**config.mk**
```make
export PLATFORM = sky130hd
export DESIGN_NAME = qac_queue
export DESIGN_NICKNAME = d
export VERILOG_FILES = /design/src/sv/qac_pkg.sv /design/src/sv/qac_queue.sv
export VERILOG_INCLUDE_DIRS = /design/src /design/src/sv
export SDC_FILE = /design/constraint.sdc
export NUM_CORES = 1
export LEC_CHECK = 0
export ABC_AREA = 1
export ABC_CLOCK_PERIOD_IN_PS = 8170
export BUFFER_PORTS_ARGS = -buffer_cell sky130_fd_sc_hd__buf_2
export CAP_MARGIN = 20
export CELL_PAD_IN_SITES_DETAIL_PLACEMENT = 1
export CELL_PAD_IN_SITES_GLOBAL_PLACEMENT = 1
export CORE_MARGIN = 3
export CORE_UTILIZATION = 48
export CTS_CLUSTER_SIZE = 16
export DETAILED_ROUTE_END_ITERATION = 8
export PLACE_DENSITY = 0.89
export SLEW_MARGIN = 20
export SYNTH_ARGS = -nofsm -noshare
export SYNTH_HDL_FRONTEND = slang
export SYNTH_SLANG_ARGS = --single-unit
```
**constraint.sdc**
```tcl
create_clock -name clk -period 8.17 [get_ports clk]
set_input_delay 1.634 -clock clk [delete_from_list [all_inputs] [get_ports clk]]
set_output_delay 1.634 -clock clk [all_outputs]
set_load 0.03 [all_outputs]
```
**src/sv/quad_area_centroid_defines.svh**
```systemverilog
// Assertion macros shared by the quadrilateral area and centroid block.
`ifndef QUAD_AREA_CENTROID_DEFINES_SVH
`define QUAD_AREA_CENTROID_DEFINES_SVH
`ifndef SYNTHESIS
// A property that must hold at every clock edge outside reset.
`define QAC_ASSERT(label, clk, rst, prop, msg) \
  label: assert property (@(posedge clk) disable iff (rst) (prop)) else $error(msg);
// A condition that must be followed in the next cycle by another.
`define QAC_ASSERT_NEXT(label, clk, rst, pre, post, msg) \
  label: assert property (@(posedge clk) disable iff (rst) (pre) |=> (post)) else $error(msg);
`else
`define QAC_ASSERT(label, clk, rst, prop, msg)
`define QAC_ASSERT_NEXT(label, clk, rst, pre, post, msg)
`endif
`endif

```
**src/sv/qac_pkg.sv**
```systemverilog
// Package with widths and word types of the quadrilateral area and centroid block.
`timescale 1ns / 1ps
`default_nettype none
package qac_pkg;

  localparam int COORD_WIDTH  = 24;
  localparam int NUM_CORNERS  = 4;
  localparam int PROD_WIDTH   = 2 * COORD_WIDTH;
  localparam int CROSS_WIDTH  = PROD_WIDTH + 1;
  localparam int SUM_WIDTH    = COORD_WIDTH + 1;
  localparam int AREA2_WIDTH  = CROSS_WIDTH + 2;
  localparam int AREA_WIDTH   = 2 * COORD_WIDTH + 3;
  localparam int SPLIT_LO     = COORD_WIDTH;
  localparam int SPLIT_HI     = CROSS_WIDTH - SPLIT_LO;
  localparam int PLO_WIDTH    = SUM_WIDTH + SPLIT_LO + 1;
  localparam int PHI_WIDTH    = SUM_WIDTH + SPLIT_HI;
  localparam int EDGE_WIDTH   = SUM_WIDTH + CROSS_WIDTH;
  localparam int MOMENT_WIDTH = EDGE_WIDTH + 2;
  localparam int DEN_WIDTH    = AREA2_WIDTH + 2;
  localparam int CMP_WIDTH    = DEN_WIDTH + COORD_WIDTH;

  localparam int QUEUE_DEPTH_DEFAULT = 4;

  typedef struct packed {
    logic signed [COORD_WIDTH-1:0] vertex0_y;
    logic signed [COORD_WIDTH-1:0] vertex0_z;
    logic signed [COORD_WIDTH-1:0] vertex1_y;
    logic signed [COORD_WIDTH-1:0] vertex1_z;
    logic signed [COORD_WIDTH-1:0] vertex2_y;
    logic signed [COORD_WIDTH-1:0] vertex2_z;
    logic signed [COORD_WIDTH-1:0] vertex3_y;
    logic signed [COORD_WIDTH-1:0] vertex3_z;
  } quad_word_t;

  typedef struct packed {
    logic signed [AREA_WIDTH-1:0]  signed_area;
    logic signed [COORD_WIDTH-1:0] centroid_y;
    logic signed [COORD_WIDTH-1:0] centroid_z;
    logic                          zero_area;
    logic                          centroid_saturated;
  } result_word_t;

  // Word handed from the front end to the divider section.
  typedef struct packed {
    logic signed [AREA_WIDTH-1:0]   area;
    logic signed [AREA2_WIDTH-1:0]  area2;
    logic signed [MOMENT_WIDTH-1:0] moment_y;
    logic signed [MOMENT_WIDTH-1:0] moment_z;
    logic                           zero;
  } moment_word_t;

endpackage
`default_nettype wire

```
**src/sv/qac_queue.sv**
```systemverilog
// Short first-in first-out queue between the front end and the divider section.
`timescale 1ns / 1ps
`default_nettype none
`include "quad_area_centroid_defines.svh"
module qac_queue #(
  parameter int DEPTH = qac_pkg::QUEUE_DEPTH_DEFAULT
) (
  input  logic                  clk,
  input  logic                  rst,
  input  logic                  push,
  input  qac_pkg::moment_word_t push_word,
  output logic                  full,
  input  logic                  pop,
  output qac_pkg::moment_word_t pop_word,
  output logic                  empty
);
  import qac_pkg::*;

  localparam int PTR_WIDTH = (DEPTH > 1) ? $clog2(DEPTH) : 1;
  localparam int CNT_WIDTH = $clog2(DEPTH + 1);

  moment_word_t           slots [DEPTH];
  logic [PTR_WIDTH-1:0]   wr_ptr, wr_ptr_next;
  logic [PTR_WIDTH-1:0]   rd_ptr, rd_ptr_next;
  logic [CNT_WIDTH-1:0]   count, count_next;

  assign full     = (count == CNT_WIDTH'(DEPTH));
  assign empty    = (count == '0);
  assign pop_word = slots[rd_ptr];

  always_comb begin
    wr_ptr_next = wr_ptr;
    rd_ptr_next = rd_ptr;
    count_next  = count;
    if (push) begin
      wr_ptr_next = (wr_ptr == PTR_WIDTH'(DEPTH - 1)) ? '0 : wr_ptr + 1'b1;
    end
    if (pop) begin
      rd_ptr_next = (rd_ptr == PTR_WIDTH'(DEPTH - 1)) ? '0 : rd_ptr + 1'b1;
    end
    if (push && !pop) begin
      count_next = count + 1'b1;
    end else if (pop && !push) begin
      count_next = count - 1'b1;
    end
  end

  always_ff @(posedge clk) begin
    if (rst) begin
      wr_ptr <= '0;
      rd_ptr <= '0;
      count  <= '0;
    end else begin
      wr_ptr <= wr_ptr_next;
      rd_ptr <= rd_ptr_next;
      count  <= count_next;
    end
  end

  always_ff @(posedge clk) begin
    if (push) begin
      slots[wr_ptr] <= push_word;
    end
  end

  `QAC_ASSERT(a_no_push_when_full, clk, rst, !(push && full), "queue written while full")
  `QAC_ASSERT(a_no_pop_when_empty, clk, rst, !(pop && empty), "queue read while empty")
  `QAC_ASSERT_NEXT(a_count_rises, clk, rst, push && !pop, count == $past(count) + 1'b1, "queue fill count did not rise on a lone write")
  `QAC_ASSERT_NEXT(a_count_falls, clk, rst, pop && !push, count == $past(count) - 1'b1, "queue fill count did not fall on a lone read")

endmodule
`default_nettype wire

```
### Word-level counts from Yosys, hierarchy flattened

Memories as Yosys holds them, arrays and structs flattened. A register that Yosys moved wholly into a read port is not among the register bits.
Index checks and enable logic that the tools add are counted.

* logic and storage cells: 25
* bits in writable memories: 1020
* memories: 1
* flip-flop bits (word level): 7

Memories
* slots: depth 4, width 255, rd ports 1, clocked after Yosys merged registers in 1, write ports 1, RTL line qac_queue.sv:22 `moment_word_t slots [DEPTH];`

* eq/ne operators: 3
* add/subtract/negate cells: 4
* reduce and logical (&&, ||, !) cells: 6
* multiplexer cells: 8

Operators by type and width (count)
* 2-bit two-way mux: 4
* 3-bit two-way mux: 2
* 2-bit by 1-bit adder with 2-bit output, second input constant: 2
* 2-bit equality test, second input constant: 2
* 3-bit by 1-bit adder with 3-bit output, second input constant: 1
* 3-bit equality test, second input constant: 1
* 3-bit logical NOT: 1
* 3-bit by 1-bit subtractor with 3-bit output, second input constant: 1
* 1-bit logical AND: 2
* 1-bit logical NOT: 2
* 1-bit two-way mux: 2
* 2-bit nonzero test: 1

### Longest topological paths before layout

* word-level depth: 4
* mapped depth: 10

### Least setup slack after synthesis

Ideal clock, no wire load.

* path kind: in2reg
* start point: in push
* end point: mem slots[3][0] (netlist bit) (enable)
* data required time: 7.564 ns
* path slack: 1.002 ns
* data arrival time: 6.562 ns
* cell stages on the path: 2
* path buffers: 0
* cell sequence: nand2_1 inv_1

* cells in the longest elaborated chain, start to end: 2

Ends and longest elaborated chain
* from (decl): RTL line qac_queue.sv:10 `input logic push,`
* 1-bit two-way mux: RTL line qac_queue.sv:61 `if (push) begin`
* 1-bit two-way mux (implied by the code): RTL line qac_queue.sv:62 `slots[wr_ptr] <= push_word;`
* to (decl): RTL line qac_queue.sv:22

Every way passes these cells.

==> run_results.csv <==
group,metric,value,unit
status,outcome,"completed",
floorplanning,io_pins,516,
route,drt_pass1_iterations,8,
grt,antenna_found_initial,53,
floorplanning,die_h,288,µm
clocking,clock_sinks,1029,
sta,setup_violations,0,
power_and_ir_drop,peakVddDrop,0.216,mV
cells_and_area,fin_util,57.5,%
clocking,clock_path_buffers,3,
floorplanning,rows,102,
sta,slew_headroom,23.9,%
setup_path,slowest_stage,"buf_4",
sta,post-route-period-util,67.0,%
setup_path,crit_type,"register to primary output",
placed_design,gp_congestion,0.725,
yosys,syn_inst,2525,
setup_path,critical_path.top_delay_family,"buffers and inverters",
yosys,muxShareOfSynthArea,0,%
floorplanning,initial_utilization,48.8,%
clocking,cts_tree,"done",
route,wirelength,111000,µm
setup_path,worstSetupEndpointType,"primary output",
cells_and_area,final_cell_mix,"1,020 x edfxtp_1, 518 x nor2_1, 515 x buf_2, 399 x o21ai_0, 255 x o22ai_1",
yosys,synth_top_area_cell,"edfxtp_1",
cells_and_area,drive_gt1_share,22.5,%
sta,rsz0062_at_grt,"false",
yosys,synthXorXnorAreaFrac,0.0230,%
yosys,synth-seq-cells,1029,
clocking,cts_hold_buffers,0,
yosys,synth_compound_area_share,11.0,%
placed_design,hpwl,63500,µm
grt,grt_use_total,25.8,%
power_and_ir_drop,p_per_area,278,mW/mm²
setup_path,crit_fanout,102,
yosys,seq_area_frac_synth,80.8,%
hold_path,hold_path_end,"wr_ptr[1]",
grt,overflow,0,
grt,first_global_vias,25800,
setup_path,r2r_cells,5,
setup_path,cpMostUsedCell,"buf_4",
clocking,clkLatencyLatePin,0.66,ns
grt,grt_pass1_wl,161000,µm
yosys,synth_fa_ha_area_share,0.249,%
yosys,synth.avg_cell_area,15.1,µm²
sta,final.min_clock_period,5.47,ns
sta,finalHoldViolCount,0,
cells_and_area,syn_to_final_growth,17.8,%
route,drc,0,
setup_path,critPathMaxStageDelay,0.89,ns
clocking,cts_resized,0,
cells_and_area,nNetsFinal,3261,
yosys,netlist_area,0.0382,mm²
yosys,netlist.area_leader.share,80.3,%
route,wl_per_cell,26.6,µm
hold_path,hold_class,"register to register",
yosys,synth_nets,2791,
placed_design,portBuffers,515,
cells_and_area,final_common_cell,"edfxtp_1",
clocking,cts-buffers-inserted,102,
route,drtAntennaViolNets,0,
setup_path,required,6.54,ns
hold_path,min_from,"wr_ptr[1]",
yosys,synth_top_family_by_area,"compound AO/OA/AOI/OAI gates",
setup_path,worst-path-buf-inv,3,
setup_path,crit_path_start_kind,"register",
cells_and_area,fillers,7499,
route,vias,24500,
setup_path,r2r_start,"wr_ptr[0]",
job,maxCapViolCount,0,
floorplanning,die_w,288,µm
setup_path,cp.arrival,3.84,ns
hold_path,hold_path_depth,2,
setup_path,worstReg2RegEnd,"slots[0][121]",
floorplanning,die-area,0.0829,mm²
clocking,clk_pin_slew,0.06,ns
setup_path,regToRegSetupSlack,5.67,ns
floorplanning,core,0.0781,mm²
clocking,cts_setup_buffers,0,
sta,skew,0.0281,ns
clocking,cts.htree.levels,3,
sta,fin_tns_setup,0,ns
yosys,yosys.cell_types.count,21,
clocking,root_buffer,"clkbuf_16",
sta,fmax,183,MHz
yosys,netlist_top_cells_area,"edfxtp_1 80%, o21ai_0 5.2%, nor2_1 5.1%",
route,via_per_inst,5.89,
sta,maxSlewViolCount,0,
route,drt_iter0_markers,2177,
sta,tightest_slew,1.14,ns
setup_path,path_cells,"buf_4 -> buf_4 -> o21ai_0 -> o22ai_1 -> buf_2",
yosys,yosys_warnings,0,
power_and_ir_drop,leakage,15.5,nW
grt,grt_max_degree,247,
yosys,synthSimpleGateAreaFrac,5.26,%
-- per-stage QoR --
stage	cell area, µm²	total power, mW	instances	setup slack, ns	hold slack (ns)
after floorplan	38200	7.15	2525	1.00	0.490
after global placement	41300	7.57	3930	3.63	0.517
after detailed placement	41300	7.66	3930	3.47	0.541
after CTS	44800	12.5	4122	2.74	0.549
after global routing	44900	12.8	4157	2.48	0.580
final	44900	12.5	4168	2.70	0.539
-- cell families (layout without fill, tap and decap cells) --
family,after synthesis,count (layout)
simple gates,532,532
buf+inv,185,743
flops,1029,1029
fa+ha+maj,7,7
xor+xnor,1,1
other cells,0,45
compound gates,771,771
-- how the worst max path moves through the flow --
stage,startpoint,end,slack [ns],depth (start not counted)
2_1_floorplan,push,slots[3][0],1.00,2
3_3_place_gp,register,pop_word[122],3.63,5
3_5_place_dp,register,pop_word[127],3.47,5
4_1_cts,register,pop_word[127],2.74,5
5_1_grt,register,pop_word[127],2.48,5
6_report,register,pop_word[127],2.70,5
-- cell usage after synthesis --
master and instances:
edfxtp_1 1020, nor2_1 518, o21ai_0 399, o22ai_1 255
o21ai_1 114, clkbuf_1 81, buf_2 37, buf_6 27
buf_4 22, inv_1 15, dfxtp_1 9, nand2_1 8
ha_1 6, nor3_1 4, a21oi_1 3, buf_8 2
fa_1 1, inv_8 1, nand3_1 1, nand4_1 1
xor2_1 1
-- layout make-up --
type / instances / area (µm²) / share of cell area [%]
sequential: 1029 / 30800 / 68.6
multi-input combinational: 1311 / 6290 / 14.0
timing repair buffer: 535 / 2820 / 6.28
clock buffer: 119 / 2640 / 5.87
tap: 1040 / 1300 / 2.90
clock inverter: 73 / 845 / 1.88
inverter: 16 / 114 / 0.253
antenna: 45 / 113 / 0.251
-- where the power goes --
part	leakage (nW)	total, mW	switching, mW	internal [mW]
clock network	1.70	4.89	2.03	2.86
registers	9.44	6.12	0.0751	6.04
logic	4.37	1.46	1.12	0.345
total	15.5	12.5	3.22	9.25
-- flip-flops by register name, summed over array words and instances (netlist names), named ones only --
name	count
slots	1020
wr_ptr	2
count	3
rd_ptr	2
-- worst reg2reg max path, stage by stage (launching register included) --
cell and delay, ns:
dfxtp_1 0.35, inv_1 0.09, ha_1 0.15, nand2_1 0.13, inv_8 0.46, buf_12 0.66
-- layer usage --
metal / global-route usage, % / vias to the layer above / part of all wire [%]
met4: 11.5 / 20 / 4.1
met3: 5.77 / 271 / 7.0
met5: 0 / - / 0.12
li1: - / 10600 / -
met2: 46.0 / 1093 / 53
met1: 29.6 / 12500 / 35
Note: power is estimated with default switching activity, not from simulation.
